===== src/rtl/smfp_pkg.sv =====
// ----------------------------------------------------------------------------
// smfp_pkg: shared types and constants for the MIDI file stream parser
// Parse phases, result kinds, the result item record and small helpers.
// ----------------------------------------------------------------------------
package smfp_pkg;

    localparam logic [2:0]  MAX_QUANTITY_BYTES = 3'd4;
    localparam logic [31:0] HDR_LEN_WORD       = 32'h0600_0000;
    localparam logic [15:0] MAX_FORMAT         = 16'h0002;
    localparam int          QUEUE_DEPTH        = 4;
    localparam int          MAX_RESULTS        = 3;

    localparam logic [7:0] ST_META    = 8'hFF;
    localparam logic [7:0] ST_SYSEX   = 8'hF0;
    localparam logic [7:0] ST_ESCAPE  = 8'hF7;

    // result kinds
    localparam logic [3:0] KIND_HEADER   = 4'd0;
    localparam logic [3:0] KIND_HEAD     = 4'd1;
    localparam logic [3:0] KIND_DATA     = 4'd2;
    localparam logic [3:0] KIND_TRK_END  = 4'd3;
    localparam logic [3:0] KIND_BAD_ID   = 4'd4;
    localparam logic [3:0] KIND_BAD_HDR  = 4'd5;
    localparam logic [3:0] KIND_BAD_STAT = 4'd6;
    localparam logic [3:0] KIND_OVERFLOW = 4'd7;
    localparam logic [3:0] KIND_TRAILING = 4'd8;

    typedef enum logic [3:0] {
        PH_HDR_ID    = 4'd0,
        PH_HDR_LEN   = 4'd1,
        PH_HDR_FMT   = 4'd2,
        PH_HDR_NTRK  = 4'd3,
        PH_HDR_DIV   = 4'd4,
        PH_TRK_ID    = 4'd5,
        PH_TRK_LEN   = 4'd6,
        PH_DELTA     = 4'd7,
        PH_STATUS    = 4'd8,
        PH_META_TYPE = 4'd9,
        PH_LEN       = 4'd10,
        PH_DATA      = 4'd11,
        PH_DONE      = 4'd12,
        PH_HALT      = 4'd13
    } t_phase;

    typedef struct packed {
        logic [3:0]  kind;
        logic [27:0] delta_ticks;
        logic [7:0]  status_byte;
        logic [7:0]  meta_type;
        logic [27:0] payload_length;
        logic [7:0]  payload_byte;
        logic        last_of_event;
        logic [1:0]  file_format;
        logic [15:0] track_count;
        logic        smpte_timing;
        logic [6:0]  frames_per_second;
        logic [14:0] ticks_value;
    } t_result;

    // up to three items produced by one input byte
    typedef struct packed {
        logic [1:0] cnt;
        t_result    row2;
        t_result    row1;
        t_result    row0;
    } t_result_set;

    function automatic t_result mk_kind(input logic [3:0] kind);
        t_result r;
        r      = '0;
        r.kind = kind;
        return r;
    endfunction

    function automatic t_result mk_head(input logic [27:0] delta, input logic [7:0] status,
                                        input logic [7:0] meta, input logic [27:0] plen);
        t_result r;
        r                = '0;
        r.kind           = KIND_HEAD;
        r.delta_ticks    = delta;
        r.status_byte    = status;
        r.meta_type      = meta;
        r.payload_length = plen;
        r.last_of_event  = (plen == 28'd0);
        return r;
    endfunction

    function automatic t_result mk_data(input logic [7:0] status, input logic [7:0] meta,
                                        input logic [7:0] b, input logic last);
        t_result r;
        r               = '0;
        r.kind          = KIND_DATA;
        r.status_byte   = status;
        r.meta_type     = meta;
        r.payload_byte  = b;
        r.last_of_event = last;
        return r;
    endfunction

    // chunk id bytes: "MThd" or "MTrk"
    function automatic logic [7:0] id_byte(input logic is_hdr, input logic [1:0] idx);
        logic [7:0] v;
        unique case (idx)
            2'd0:    v = 8'h4D;
            2'd1:    v = is_hdr ? 8'h54 : 8'h54;
            2'd2:    v = is_hdr ? 8'h68 : 8'h72;
            default: v = is_hdr ? 8'h64 : 8'h6B;
        endcase
        return v;
    endfunction

    // program and channel pressure carry one data byte, other channel events two
    function automatic logic [27:0] channel_len(input logic [7:0] s);
        return (s[7:4] == 4'hC || s[7:4] == 4'hD) ? 28'd1 : 28'd2;
    endfunction

endpackage


===== src/rtl/smfp_parser.sv =====
// ----------------------------------------------------------------------------
// smfp_parser: byte-wise parse state and result generation
// Updates the parse state for each accepted byte and forms up to three items.
// ----------------------------------------------------------------------------
module smfp_parser (
    input  logic                 i_clk,
    input  logic                 i_rst_n,
    input  logic                 i_take,
    input  logic [7:0]           i_file_byte,
    output smfp_pkg::t_result_set o_set
);

    smfp_pkg::t_phase r_phase, n_phase;
    logic [2:0]  r_fbc, n_fbc;
    logic [31:0] r_chunk, n_chunk;
    logic [15:0] r_tracks, n_tracks;
    logic [27:0] r_qacc, n_qacc;
    logic [2:0]  r_qb, n_qb;
    logic [27:0] r_delta, n_delta;
    logic [7:0]  r_estatus, n_estatus;
    logic [7:0]  r_running, n_running;
    logic [7:0]  r_meta, n_meta;
    logic [27:0] r_prem, n_prem;
    logic [15:0] r_hword, n_hword;

    smfp_pkg::t_result rows [smfp_pkg::MAX_RESULTS];
    logic [1:0]  cnt;
    logic        do_finish;
    logic [7:0]  b;
    logic [27:0] acc_new;
    logic [2:0]  qb_new;
    logic        q_done;
    logic        q_ovf;
    logic [15:0] hw_new;
    logic [31:0] len_shift;
    logic [27:0] clen;

    // next state and results for the byte at the input
    always_comb begin
        n_phase   = r_phase;
        n_fbc     = r_fbc;
        n_chunk   = r_chunk;
        n_tracks  = r_tracks;
        n_qacc    = r_qacc;
        n_qb      = r_qb;
        n_delta   = r_delta;
        n_estatus = r_estatus;
        n_running = r_running;
        n_meta    = r_meta;
        n_prem    = r_prem;
        n_hword   = r_hword;
        rows[0]   = '0;
        rows[1]   = '0;
        rows[2]   = '0;
        cnt       = 2'd0;
        do_finish = 1'b0;

        b         = i_file_byte;
        acc_new   = {r_qacc[20:0], b[6:0]};
        qb_new    = r_qb + 3'd1;
        q_done    = !b[7];
        q_ovf     = b[7] && (qb_new >= smfp_pkg::MAX_QUANTITY_BYTES);
        hw_new    = {r_hword[7:0], b};
        len_shift = smfp_pkg::HDR_LEN_WORD >> {r_fbc[1:0], 3'b000};
        clen      = smfp_pkg::channel_len(b);

        priority if (r_phase == smfp_pkg::PH_HALT) begin
            n_phase = smfp_pkg::PH_HALT;
        end else if (r_phase == smfp_pkg::PH_DONE) begin
            rows[0] = smfp_pkg::mk_kind(smfp_pkg::KIND_TRAILING);
            cnt     = 2'd1;
            n_phase = smfp_pkg::PH_HALT;
        end else if (r_phase >= smfp_pkg::PH_DELTA && r_chunk == 32'd0) begin
            // event runs past its chunk
            rows[0] = smfp_pkg::mk_kind(smfp_pkg::KIND_BAD_HDR);
            cnt     = 2'd1;
            n_phase = smfp_pkg::PH_HALT;
        end else begin
            if (r_phase >= smfp_pkg::PH_DELTA) begin
                n_chunk = r_chunk - 32'd1;
            end
            unique case (r_phase)
                smfp_pkg::PH_HDR_ID, smfp_pkg::PH_TRK_ID: begin
                    if (b != smfp_pkg::id_byte(r_phase == smfp_pkg::PH_HDR_ID, r_fbc[1:0])) begin
                        rows[0] = smfp_pkg::mk_kind(smfp_pkg::KIND_BAD_ID);
                        cnt     = 2'd1;
                        n_phase = smfp_pkg::PH_HALT;
                    end else if (r_fbc == 3'd3) begin
                        n_fbc   = 3'd0;
                        n_chunk = 32'd0;
                        n_phase = (r_phase == smfp_pkg::PH_HDR_ID) ? smfp_pkg::PH_HDR_LEN
                                                                   : smfp_pkg::PH_TRK_LEN;
                    end else begin
                        n_fbc = r_fbc + 3'd1;
                    end
                end
                smfp_pkg::PH_HDR_LEN: begin
                    if (b != len_shift[7:0]) begin
                        rows[0] = smfp_pkg::mk_kind(smfp_pkg::KIND_BAD_HDR);
                        cnt     = 2'd1;
                        n_phase = smfp_pkg::PH_HALT;
                    end else if (r_fbc == 3'd3) begin
                        n_fbc   = 3'd0;
                        n_hword = 16'd0;
                        n_phase = smfp_pkg::PH_HDR_FMT;
                    end else begin
                        n_fbc = r_fbc + 3'd1;
                    end
                end
                smfp_pkg::PH_HDR_FMT, smfp_pkg::PH_HDR_NTRK, smfp_pkg::PH_HDR_DIV: begin
                    n_hword = hw_new;
                    if (r_fbc == 3'd0) begin
                        n_fbc = 3'd1;
                    end else begin
                        n_fbc = 3'd0;
                        unique case (r_phase)
                            smfp_pkg::PH_HDR_FMT: begin
                                if (hw_new > smfp_pkg::MAX_FORMAT) begin
                                    rows[0] = smfp_pkg::mk_kind(smfp_pkg::KIND_BAD_HDR);
                                    cnt     = 2'd1;
                                    n_phase = smfp_pkg::PH_HALT;
                                end else begin
                                    n_chunk = {16'd0, hw_new};
                                    n_phase = smfp_pkg::PH_HDR_NTRK;
                                end
                            end
                            smfp_pkg::PH_HDR_NTRK: begin
                                n_tracks = hw_new;
                                n_phase  = smfp_pkg::PH_HDR_DIV;
                            end
                            default: begin
                                rows[0]              = smfp_pkg::mk_kind(smfp_pkg::KIND_HEADER);
                                rows[0].file_format  = r_chunk[1:0];
                                rows[0].track_count  = r_tracks;
                                rows[0].smpte_timing = hw_new[15];
                                rows[0].frames_per_second = hw_new[15] ? hw_new[14:8] : 7'd0;
                                rows[0].ticks_value  = hw_new[15] ? {7'd0, hw_new[7:0]}
                                                                  : hw_new[14:0];
                                cnt     = 2'd1;
                                n_chunk = 32'd0;
                                n_phase = (r_tracks == 16'd0) ? smfp_pkg::PH_DONE
                                                              : smfp_pkg::PH_TRK_ID;
                            end
                        endcase
                    end
                end
                smfp_pkg::PH_TRK_LEN: begin
                    n_chunk = {r_chunk[23:0], b};
                    if (r_fbc == 3'd3) begin
                        n_fbc = 3'd0;
                        if (n_chunk == 32'd0) begin
                            rows[0] = smfp_pkg::mk_kind(smfp_pkg::KIND_BAD_HDR);
                            cnt     = 2'd1;
                            n_phase = smfp_pkg::PH_HALT;
                        end else begin
                            n_running = 8'd0;
                            n_qacc    = 28'd0;
                            n_qb      = 3'd0;
                            n_phase   = smfp_pkg::PH_DELTA;
                        end
                    end else begin
                        n_fbc = r_fbc + 3'd1;
                    end
                end
                smfp_pkg::PH_DELTA: begin
                    if (q_ovf) begin
                        rows[0] = smfp_pkg::mk_kind(smfp_pkg::KIND_OVERFLOW);
                        cnt     = 2'd1;
                        n_phase = smfp_pkg::PH_HALT;
                    end else if (q_done) begin
                        n_delta = acc_new;
                        n_qacc  = 28'd0;
                        n_qb    = 3'd0;
                        n_phase = smfp_pkg::PH_STATUS;
                    end else begin
                        n_qacc = acc_new;
                        n_qb   = qb_new;
                    end
                end
                smfp_pkg::PH_STATUS: begin
                    priority if (b == smfp_pkg::ST_META) begin
                        n_estatus = b;
                        n_running = 8'd0;
                        n_phase   = smfp_pkg::PH_META_TYPE;
                    end else if (b == smfp_pkg::ST_SYSEX || b == smfp_pkg::ST_ESCAPE) begin
                        n_estatus = b;
                        n_meta    = 8'd0;
                        n_running = 8'd0;
                        n_qacc    = 28'd0;
                        n_qb      = 3'd0;
                        n_phase   = smfp_pkg::PH_LEN;
                    end else if (b[7:4] == 4'hF) begin
                        rows[0] = smfp_pkg::mk_kind(smfp_pkg::KIND_BAD_STAT);
                        cnt     = 2'd1;
                        n_phase = smfp_pkg::PH_HALT;
                    end else if (b[7]) begin
                        // new channel status
                        n_meta    = 8'd0;
                        n_running = b;
                        n_estatus = b;
                        n_prem    = clen;
                        rows[0]   = smfp_pkg::mk_head(r_delta, b, 8'd0, clen);
                        cnt       = 2'd1;
                        n_phase   = smfp_pkg::PH_DATA;
                    end else if (r_running == 8'd0) begin
                        rows[0] = smfp_pkg::mk_kind(smfp_pkg::KIND_BAD_STAT);
                        cnt     = 2'd1;
                        n_phase = smfp_pkg::PH_HALT;
                    end else begin
                        // running status: head plus first data byte
                        n_meta    = 8'd0;
                        n_estatus = r_running;
                        n_prem    = smfp_pkg::channel_len(r_running) - 28'd1;
                        rows[0]   = smfp_pkg::mk_head(r_delta, r_running, 8'd0,
                                                      smfp_pkg::channel_len(r_running));
                        rows[1]   = smfp_pkg::mk_data(r_running, 8'd0, b, n_prem == 28'd0);
                        cnt       = 2'd2;
                        if (n_prem == 28'd0) begin
                            do_finish = 1'b1;
                        end else begin
                            n_phase = smfp_pkg::PH_DATA;
                        end
                    end
                end
                smfp_pkg::PH_META_TYPE: begin
                    n_meta  = b;
                    n_qacc  = 28'd0;
                    n_qb    = 3'd0;
                    n_phase = smfp_pkg::PH_LEN;
                end
                smfp_pkg::PH_LEN: begin
                    if (q_ovf) begin
                        rows[0] = smfp_pkg::mk_kind(smfp_pkg::KIND_OVERFLOW);
                        cnt     = 2'd1;
                        n_phase = smfp_pkg::PH_HALT;
                    end else if (!q_done) begin
                        n_qacc = acc_new;
                        n_qb   = qb_new;
                    end else begin
                        n_prem  = acc_new;
                        n_qacc  = 28'd0;
                        n_qb    = 3'd0;
                        rows[0] = smfp_pkg::mk_head(r_delta, r_estatus, r_meta, acc_new);
                        cnt     = 2'd1;
                        if (acc_new == 28'd0) begin
                            do_finish = 1'b1;
                        end else begin
                            n_phase = smfp_pkg::PH_DATA;
                        end
                    end
                end
                smfp_pkg::PH_DATA: begin
                    n_prem  = r_prem - 28'd1;
                    rows[0] = smfp_pkg::mk_data(r_estatus, r_meta, b, n_prem == 28'd0);
                    cnt     = 2'd1;
                    if (n_prem == 28'd0) begin
                        do_finish = 1'b1;
                    end
                end
                default: begin
                    n_phase = smfp_pkg::PH_HALT;
                end
            endcase
        end

        // end of event: next delta or end of track chunk
        if (do_finish) begin
            n_qacc = 28'd0;
            n_qb   = 3'd0;
            if (n_chunk != 32'd0) begin
                n_phase = smfp_pkg::PH_DELTA;
            end else begin
                rows[cnt] = smfp_pkg::mk_kind(smfp_pkg::KIND_TRK_END);
                cnt       = cnt + 2'd1;
                n_tracks  = r_tracks - 16'd1;
                n_fbc     = 3'd0;
                n_phase   = (n_tracks == 16'd0) ? smfp_pkg::PH_DONE : smfp_pkg::PH_TRK_ID;
            end
        end
    end

    // items handed to the result queue
    always_comb begin
        o_set.cnt  = i_take ? cnt : 2'd0;
        o_set.row0 = rows[0];
        o_set.row1 = rows[1];
        o_set.row2 = rows[2];
    end

    // parse state registers
    always_ff @(posedge i_clk) begin
        if (!i_rst_n) begin
            r_phase   <= smfp_pkg::PH_HDR_ID;
            r_fbc     <= '0;
            r_chunk   <= '0;
            r_tracks  <= '0;
            r_qacc    <= '0;
            r_qb      <= '0;
            r_delta   <= '0;
            r_estatus <= '0;
            r_running <= '0;
            r_meta    <= '0;
            r_prem    <= '0;
            r_hword   <= '0;
        end else if (i_take) begin
            r_phase   <= n_phase;
            r_fbc     <= n_fbc;
            r_chunk   <= n_chunk;
            r_tracks  <= n_tracks;
            r_qacc    <= n_qacc;
            r_qb      <= n_qb;
            r_delta   <= n_delta;
            r_estatus <= n_estatus;
            r_running <= n_running;
            r_meta    <= n_meta;
            r_prem    <= n_prem;
            r_hword   <= n_hword;
        end
    end

endmodule


===== src/rtl/smfp_result_queue.sv =====
// ----------------------------------------------------------------------------
// smfp_result_queue: four-entry result queue
// Takes up to three items per cycle from the parser, delivers one per cycle while i_pop is high.
// ----------------------------------------------------------------------------
module smfp_result_queue (
    input  logic                  i_clk,
    input  logic                  i_rst_n,
    input  smfp_pkg::t_result_set i_set,
    input  logic                  i_pop,
    output logic                  o_valid,
    output logic                  o_room,
    output smfp_pkg::t_result     o_head
);

    smfp_pkg::t_result r_mem [smfp_pkg::QUEUE_DEPTH];
    logic [1:0] r_wptr, r_rptr;
    logic [2:0] r_count;
    logic [2:0] n_count;
    logic       pop;
    smfp_pkg::t_result wr_rows [smfp_pkg::MAX_RESULTS];

    assign o_valid = (r_count != 3'd0);
    // three free entries even when nothing is popped this cycle
    assign o_room  = (r_count <= 3'd1);
    assign o_head  = r_mem[r_rptr];
    assign pop     = o_valid && i_pop;
    assign n_count = r_count + {1'b0, i_set.cnt} - {2'b00, pop};

    assign wr_rows[0] = i_set.row0;
    assign wr_rows[1] = i_set.row1;
    assign wr_rows[2] = i_set.row2;

    // entry storage
    always_ff @(posedge i_clk) begin
        for (int k = 0; k < smfp_pkg::MAX_RESULTS; k++) begin
            if (2'(k) < i_set.cnt) begin
                r_mem[r_wptr + 2'(k)] <= wr_rows[k];
            end
        end
    end

    // pointers and fill count
    always_ff @(posedge i_clk) begin
        if (!i_rst_n) begin
            r_wptr  <= '0;
            r_rptr  <= '0;
            r_count <= '0;
        end else begin
            r_wptr  <= r_wptr + i_set.cnt;
            r_rptr  <= r_rptr + {1'b0, pop};
            r_count <= n_count;
        end
    end

endmodule


===== src/rtl/midi_file_stream_parser_top.sv =====
// ----------------------------------------------------------------------------
// midi_file_stream_parser_top: Standard MIDI File byte stream parser
// Feed the file one byte per input item (i_valid / o_stall). Results leave
// on the output channel (o_valid / i_stall): header, event heads, data bytes,
// track ends and one error item, after which the block halts until reset.
// An accepted byte's results are written into the result queue and leave it
// one per cycle while i_stall is low, in order.
// Throughput: one byte per cycle while each byte yields at most one result and i_stall is low.
// A byte can yield up to three results (head, data byte, track end); the
// four-entry result queue then holds o_stall high until it drains to one
// entry.
// When the receiver raises i_stall the queue fills and o_stall follows;
// the presented result holds until taken.
// Reset (i_rst_n low, synchronous) empties the queue and returns the parser
// to expecting the header chunk id.
// ----------------------------------------------------------------------------
module midi_file_stream_parser_top (
    input  logic        i_clk,
    input  logic        i_rst_n,
    input  logic        i_valid,
    output logic        o_stall,
    input  logic [7:0]  i_file_byte,
    output logic        o_valid,
    input  logic        i_stall,
    output logic [3:0]  o_kind,
    output logic [27:0] o_delta_ticks,
    output logic [7:0]  o_status_byte,
    output logic [7:0]  o_meta_type,
    output logic [27:0] o_payload_length,
    output logic [7:0]  o_payload_byte,
    output logic        o_last_of_event,
    output logic [1:0]  o_file_format,
    output logic [15:0] o_track_count,
    output logic        o_smpte_timing,
    output logic [6:0]  o_frames_per_second,
    output logic [14:0] o_ticks_value
);

    smfp_pkg::t_result_set set;
    smfp_pkg::t_result     head;
    logic                  room;
    logic                  take;

    assign o_stall = !room;
    assign take    = i_valid && room;

    smfp_parser u_parser (
        .i_clk       (i_clk),
        .i_rst_n     (i_rst_n),
        .i_take      (take),
        .i_file_byte (i_file_byte),
        .o_set       (set)
    );

    smfp_result_queue u_queue (
        .i_clk   (i_clk),
        .i_rst_n (i_rst_n),
        .i_set   (set),
        .i_pop   (!i_stall),
        .o_valid (o_valid),
        .o_room  (room),
        .o_head  (head)
    );

    // result fields
    assign o_kind              = head.kind;
    assign o_delta_ticks       = head.delta_ticks;
    assign o_status_byte       = head.status_byte;
    assign o_meta_type         = head.meta_type;
    assign o_payload_length    = head.payload_length;
    assign o_payload_byte      = head.payload_byte;
    assign o_last_of_event     = head.last_of_event;
    assign o_file_format       = head.file_format;
    assign o_track_count       = head.track_count;
    assign o_smpte_timing      = head.smpte_timing;
    assign o_frames_per_second = head.frames_per_second;
    assign o_ticks_value       = head.ticks_value;

endmodule


===== config.mk =====
export PLATFORM = sky130hd
export DESIGN_NAME = midi_file_stream_parser_top
export DESIGN_NICKNAME = d
export VERILOG_FILES = /design/src/rtl/smfp_pkg.sv /design/src/rtl/smfp_parser.sv /design/src/rtl/smfp_result_queue.sv /design/src/rtl/midi_file_stream_parser_top.sv
export SDC_FILE = /design/constraint.sdc
export NUM_CORES = 2
export LEC_CHECK = 0
export BUFFER_PORTS_ARGS = -buffer_cell sky130_fd_sc_hd__buf_4
export CORE_UTILIZATION = 62
export CTS_CLUSTER_SIZE = 28
export DETAILED_ROUTE_END_ITERATION = 8
export PLACE_DENSITY_LB_ADDON = 0.3
export SLEW_MARGIN = 20
export SYNTH_ARGS = -nofsm -noshare
export SYNTH_HDL_FRONTEND = slang
export SYNTH_SLANG_ARGS = --single-unit
export TNS_END_PERCENT = 100

===== constraint.sdc =====
create_clock -name i_clk -period 8.2 [get_ports i_clk]
set_clock_uncertainty 0.05 [all_clocks]
set_input_delay 0 -clock i_clk [delete_from_list [all_inputs] [get_ports i_clk]]
set_output_delay 0 -clock i_clk [all_outputs]
set_load 0.02 [all_outputs]

Word-level counts from Yosys, hierarchy flattened:

Memory sizes are Yosys's and may differ from the RTL's. A register that Yosys moved wholly into a read port is not among the register bits.
Index checks and enable logic that the tools add are counted.

* shift-type cells: 1
* equality and inequality tests: 59
* $lt $le $gt $ge: 9
* bitwise operators: 9
* add/subtract/negate cells: 13
* muxes and demuxes: 191
* reductions and logical operators: 41

Operator list (count)
* $mux W126: 13
* $pmux W126 S8: 1
* $mux W252: 3
* $mux W378: 2
* $mux W125: 6
* $and A372 B372 Y372: 1
* $not A372 Y372: 1
* $mux W32: 8
* $demux W126 S2: 1
* $pmux W125 S2: 1
* $mux W21: 10
* $mux W28: 7
* $mux W8: 22
* $logic_not A28 Y1: 5
* $mux W16: 8
* $mux W124: 1
* $mux W123: 1
* $mux W4: 27
* $pmux W32 S3: 1
* $pmux W21 S4: 1
* $pmux W28 S3: 1
* $logic_not A32 Y1: 2
* $pmux W32 S2: 1
* $mux W3: 19
* 75 further kinds: 180

* memories kept: 1
* register bits: 174
* memory bits (writable): 504
* output and inout bits: 128
* bits of input ports: 12
* word-level logic and storage cells: 339

Memory list
* u_queue.r_mem: depth 4, width 126, rd ports 1, clocked after Yosys merged registers in 1, wr ports 3, RTL line smfp_result_queue.sv:15 `smfp_pkg::t_result r_mem [smfp_pkg::QUEUE_DEPTH];`

Longest topological paths before layout:

* word-level depth: 22
* mapped depth: 21
* gate-level depth less buffers: 18

Cells and area by module:

A second synthesis with hierarchy kept.

* cells, all modules: 4985
* area, all modules: 42848.6 um^2

By module, submodules not included
* smfp_result_queue: instances 1, area each 28591.2 um^2, cells an instance 2957, sequential area each 15274.6 um^2
* smfp_parser: instances 1, area each 14243.7 um^2, cells an instance 2025, sequential area each 3343.2 um^2
* midi_file_stream_parser_top: instances 1, area each 13.8 um^2, cells an instance 3, sequential area each 0.0 um^2

Worst setup path after synthesis:

Ideal clock, no wire load.

* path kind: flip-flop to flip-flop
* start: register u_parser.r_fbc[1]
* end: register u_queue.r_count[2]
* slack: 3.688 ns
* clock period less this slack: 4.512 ns
* arrival time: 4.334 ns
* cell stages (with the launch flop): 19
* data required time: 8.022 ns
* cells stage by stage: dfxtp_1 > ha_1 > clkbuf_1 > nor3_1 > a21oi_1 > xnor2_1 > a2111oi_4 > nand2b_1 > a32o_1 > buf_1 > ha_1 > and4_1 > buf_6 > o21ai_0 > ha_1 > fa_1 > xnor2_1 > xnor2_1 > nor2_1

* longest elaborated chain between the ends: 18
* elaborated cells between the ends (all ways): 35
* those cells by class: add/sub (3); eq/ne (5); shift (1); mux (23); reduce/logical (3)

Ends and longest elaborated chain
* start, declared: RTL line smfp_parser.sv:14 `logic [2:0] r_fbc, n_fbc;`
* start signal, assigned: RTL line smfp_parser.sv:307 `r_fbc <= n_fbc;`
* $eq A2 B2 Y1 (tied with other cells): RTL line smfp_pkg.sv:103 `unique case (idx)`
* $pmux W8 S3: RTL line smfp_pkg.sv:103
* $mux W8: RTL line smfp_parser.sv:82 `unique case (r_phase)`
* $mux W8: RTL line smfp_parser.sv:73 `end else if (r_phase >= smfp_pkg::PH_DELTA && r_chunk == 32'd0) begin`
* $mux W8: RTL line smfp_parser.sv:69 `end else if (r_phase == smfp_pkg::PH_DONE) begin`
* $mux W8: RTL line smfp_parser.sv:67 `priority if (r_phase == smfp_pkg::PH_HALT) begin`
* $ne A8 B8 Y1: RTL line smfp_parser.sv:84 `if (b != smfp_pkg::id_byte(r_phase == smfp_pkg::PH_HDR_ID, r_fbc[1:0])) begin`
* $mux W1 / $mux W32 (equally long branches): RTL line smfp_parser.sv:84
* (+2 left out)
* $mux W2 / $mux W32 (equally long branches): RTL line smfp_parser.sv:69
* $mux W2 / $mux W32 (equally long branches): RTL line smfp_parser.sv:67
* $add A2 B1 Y2 / $reduce_bool A32 Y1 (equally long branches): RTL line smfp_parser.sv:274, smfp_parser.sv:270
* $mux W2: RTL line smfp_parser.sv:270 `if (n_chunk != 32'd0) begin`
* $mux W2 (*): RTL line smfp_parser.sv:267 `if (do_finish) begin`
* $mux W2 (*): RTL line smfp_parser.sv:284 `o_set.cnt = i_take ? cnt : 2'd0;`
* $add A3 B2 Y3 (*): RTL line smfp_result_queue.sv:27 `assign n_count = r_count + {1'b0, i_set.cnt} - {2'b00, pop};`
* $sub A3 B1 Y3 (*): RTL line smfp_result_queue.sv:27
* end signal, assigned: RTL line smfp_result_queue.sv:51 `r_count <= n_count;`
* end, declared: RTL line smfp_result_queue.sv:17 `logic [2:0] r_count;`

Every way passes the cells marked *; elsewhere a longest branch is shown, timed or not. The select of a mux whose other input is x is not followed.
A chain may end at the register's enable or synchronous reset.

==> results.json <==
{
  "outcome": "finished with violations",
  "violations": "DRC",
  "grt_pass1_wl_mm": 165,
  "synth-main-ff-cell": "sky130_fd_sc_hd__dfxtp_1",
  "cts_setup_buffers": 0,
  "avgRoutedWirePerCell_um": 23.3,
  "post_dp_cell_area_um2": 34300,
  "hp-class": "input pin to register",
  "cts_buffer_depth": 3,
  "die_area_um2": 54800,
  "h-tree-depth": 3,
  "timing.critical_path.max_delay_family": "compound AO/OA/AOI/OAI gates",
  "drc_errors": 18,
  "setup_total_negative_slack_ns": 0,
  "layout-area-overhead-vs-synth_pct": 10.7,
  "worstPathMaxFanout": 66,
  "timing.critical_path.slowest_stage_cell": "sky130_fd_sc_hd__dfxtp_1",
  "setup.worst_path.start_class": "register",
  "grt_start_max_net_pins": 116,
  "fmax_mhz": 159,
  "die_width_um": 234,
  "io-pin-count": 140,
  "post_detailed_route_via_to_cell_ratio": 6.81,
  "power-per-cell-area_nw_per_um2": 277,
  "critPathMaxStageDelay_ns": 0.95,
  "first_global_vias": 29000,
  "worstPathCellList": "nor4_4 > a211oi_1 > o21ai_1 > a2111oi_4 > nand2b_1 > a32o_1 > ha_1 > nor2_1 > a211o_4 > buf_4 > nand2_1 > a21oi_1",
  "synth-edff-count": 8,
  "floorplan.initialDensity": 0.631,
  "sequential_fraction_of_the_synthesis_area": 0.409,
  "critPathRequiredTime_ns": 8.69,
  "detail-route-antenna-nets": 0,
  "ir_drop_uv": 249,
  "port-buffer-count": 139,
  "library_cell_used_as_clock_root_buffer": "sky130_fd_sc_hd__clkbuf_16",
  "timing.setup.critical_path_class": "register to register",
  "synth_nets": 4000,
  "synth.lib_cells_used.distinct": 108,
  "tritoncts.num_buffers": 71,
  "ys_async_sr_fraction": 0,
  "synthDominantCellAreaShare": 0.402,
  "path_clk_slew_ns": 0.06,
  "timing.final.ws_setup_ns": 1.91,
  "design.final.nets": 3906,
  "floorplan.die.height_um": 234,
  "cts_sinks": 678,
  "synth.top_cells.by_area": "sky130_fd_sc_hd__dfxtp_1 40%, sky130_fd_sc_hd__nand2_1 8.6%, sky130_fd_sc_hd__mux4_2 8.5%",
  "ys_ff_latch": 678,
  "mapped_area_um2": 33400,
  "routed_wl_mm": 108,
  "hpwlAfterDp_mm": 64.5,
  "layout.filler_cells": 4196,
  "hold_slack_ns": 0.292,
  "placementRows": 84,
  "netlist.top_cell.by_area": "sky130_fd_sc_hd__dfxtp_1",
  "dr_total_vias": 31400,
  "crit_arrival_ns": 6.78,
  "setup_viol_count_final": 0,
  "drv.max_cap_violation_count": 0,
  "hold_viol": 0,
  "layout_min_cycle_time_ns": 6.29,
  "worst_setup_path_end_kind": "register",
  "synth-warning-count": 0,
  "slew_headroom": 0.199,
  "dp.cells": 4478,
  "finalWeightedCongestion": 0.987,
  "cts_hold_buffers": 11,
  "mostFrequentLayoutCells": "761 x sky130_fd_sc_hd__nand2_1, 667 x sky130_fd_sc_hd__dfxtp_1, 481 x sky130_fd_sc_hd__a21oi_1",
  "p_total_mw": 10.2,
  "syn_avg_cell_area_um2": 8.41,
  "multi_input_area_um2": 18000,
  "layout.core_utilization": 0.699,
  "p_leak_nw": 12.9,
  "grt_util_all_layers": 0.385,
  "coreArea_um2": 52900,
  "stdcell_area_um2": 36900,
  "grt_setup_unrepaired": "no",
  "worst-slew-pin-transition_ns": 1.19,
  "seq_area_um2": 13700,
  "cts_tree": "yes",
  "most_common_library_cell_in_the_layout_ignoring_fill_and_taps": "sky130_fd_sc_hd__nand2_1",
  "layout-drive-gt1-share": 0.133,
  "post-route-period-util": 0.767,
  "postCtsResizedCells": 0,
  "finalNonFillerCells": 4619,
  "synthesis.instances": 3968,
  "grt_overflow": 0,
  "dpl_worst_slack_ns": 2.11,
  "clk-insertion-delay-late_ns": 0.64,
  "cp_num_buf_inv": 1,
  "drt_first_pass_iters": 9,
  "timing_max_transition_violations_final": 0,
  "grt_antenna_before_repair": 1,
  "drt_iter0_drc": 4051
}
-- per-layer routing --
metal / track usage / vias to the layer above / wire, um
met2: 0.585 / 1991 / 47900
met4: 0.163 / 2 / 4440
met3: 0.0916 / 376 / 12900
li1: - / 14000 / -
met5: 0 / - / 13
met1: 0.524 / 15100 / 42600
-- registers in the layout, indices dropped and copies added, names as in the netlist, 16 cells and up --
register           flops
u_parser.r_chunk      32
u_parser.r_delta      28
u_parser.r_prem       28
u_parser.r_qacc       21
u_parser.r_tracks     16
u_queue.r_mem        504
-- cells by family (layout without fill, tap and decap cells) --
| kind of cell | Yosys count | count (layout) | share of synthesized area |
|---|---|---|---|
| and+or+nand+nor | 1619 | 1619 | 0.223 |
| xor gates and xnor gates | 51 | 51 | 0.0134 |
| other | 0 | 1 | 0 |
| muxes | 226 | 226 | 0.116 |
| AOI/OAI and AO/OA | 934 | 934 | 0.174 |
| buffers and inverters | 440 | 402 | 0.0571 |
| adders and majority gates | 20 | 20 | 0.00772 |
| DFF | 678 | 678 | 0.409 |
-- worst min-delay path, stage by stage --
cell and delay, ns:
sky130_fd_sc_hd__dlygate4sd3_1 0.54, sky130_fd_sc_hd__buf_4 0.24, sky130_fd_sc_hd__o211a_1 0.15
-- report_power, final --
group          switching [mW]  leakage (nW)  internal (mW)
sequential              0.290          5.48           3.46
clock                    1.41          1.24           2.04
combinational            2.09          6.19          0.952
total                    3.78          12.9           6.45
-- Yosys cell counts, types with 28 or more instances --
library cell,count
sky130_fd_sc_hd__mux4_2,126
sky130_fd_sc_hd__o21ai_0,93
sky130_fd_sc_hd__mux2i_1,88
sky130_fd_sc_hd__o22ai_1,48
sky130_fd_sc_hd__nand2_1,761
sky130_fd_sc_hd__buf_2,92
sky130_fd_sc_hd__and2_1,30
sky130_fd_sc_hd__nor4_1,68
sky130_fd_sc_hd__nor3_1,98
sky130_fd_sc_hd__nor2_1,254
sky130_fd_sc_hd__dfxtp_1,670
sky130_fd_sc_hd__a32o_1,39
sky130_fd_sc_hd__clkbuf_1,212
sky130_fd_sc_hd__a21oi_1,481
sky130_fd_sc_hd__buf_1,38
sky130_fd_sc_hd__nand3_1,207
sky130_fd_sc_hd__a211oi_1,39
sky130_fd_sc_hd__inv_1,67
sky130_fd_sc_hd__nand2b_1,28
sky130_fd_sc_hd__xnor2_1,30
-- cell type report --
| class | count | share of cell area |
|---|---|---|
| Multi-Input combinational cell | 2850 | 0.488 |
| Sequential cell | 678 | 0.370 |
| Timing Repair Buffer | 204 | 0.0443 |
| Clock buffer | 104 | 0.0587 |
| Clock inverter | 25 | 0.00915 |
| Antenna cell | 1 | 0.0000677 |
| Tap cell | 688 | 0.0233 |
| Inverter | 69 | 0.00708 |
-- worst paths after layout --
check                  startpoint  cells after the start                     to  slack, ns
max           u_parser.r_phase[3]                     12   u_queue.r_mem[0][24]       1.91
min                       i_rst_n                      3  u_parser.r_tracks[13]       0.29
max reg2reg   u_parser.r_phase[3]                     12   u_queue.r_mem[0][24]       1.91
min reg2reg  u_queue.r_mem[2][92]                      2   u_queue.r_mem[2][92]       0.40
No activity file was read; power rests on OpenSTA's default activity.
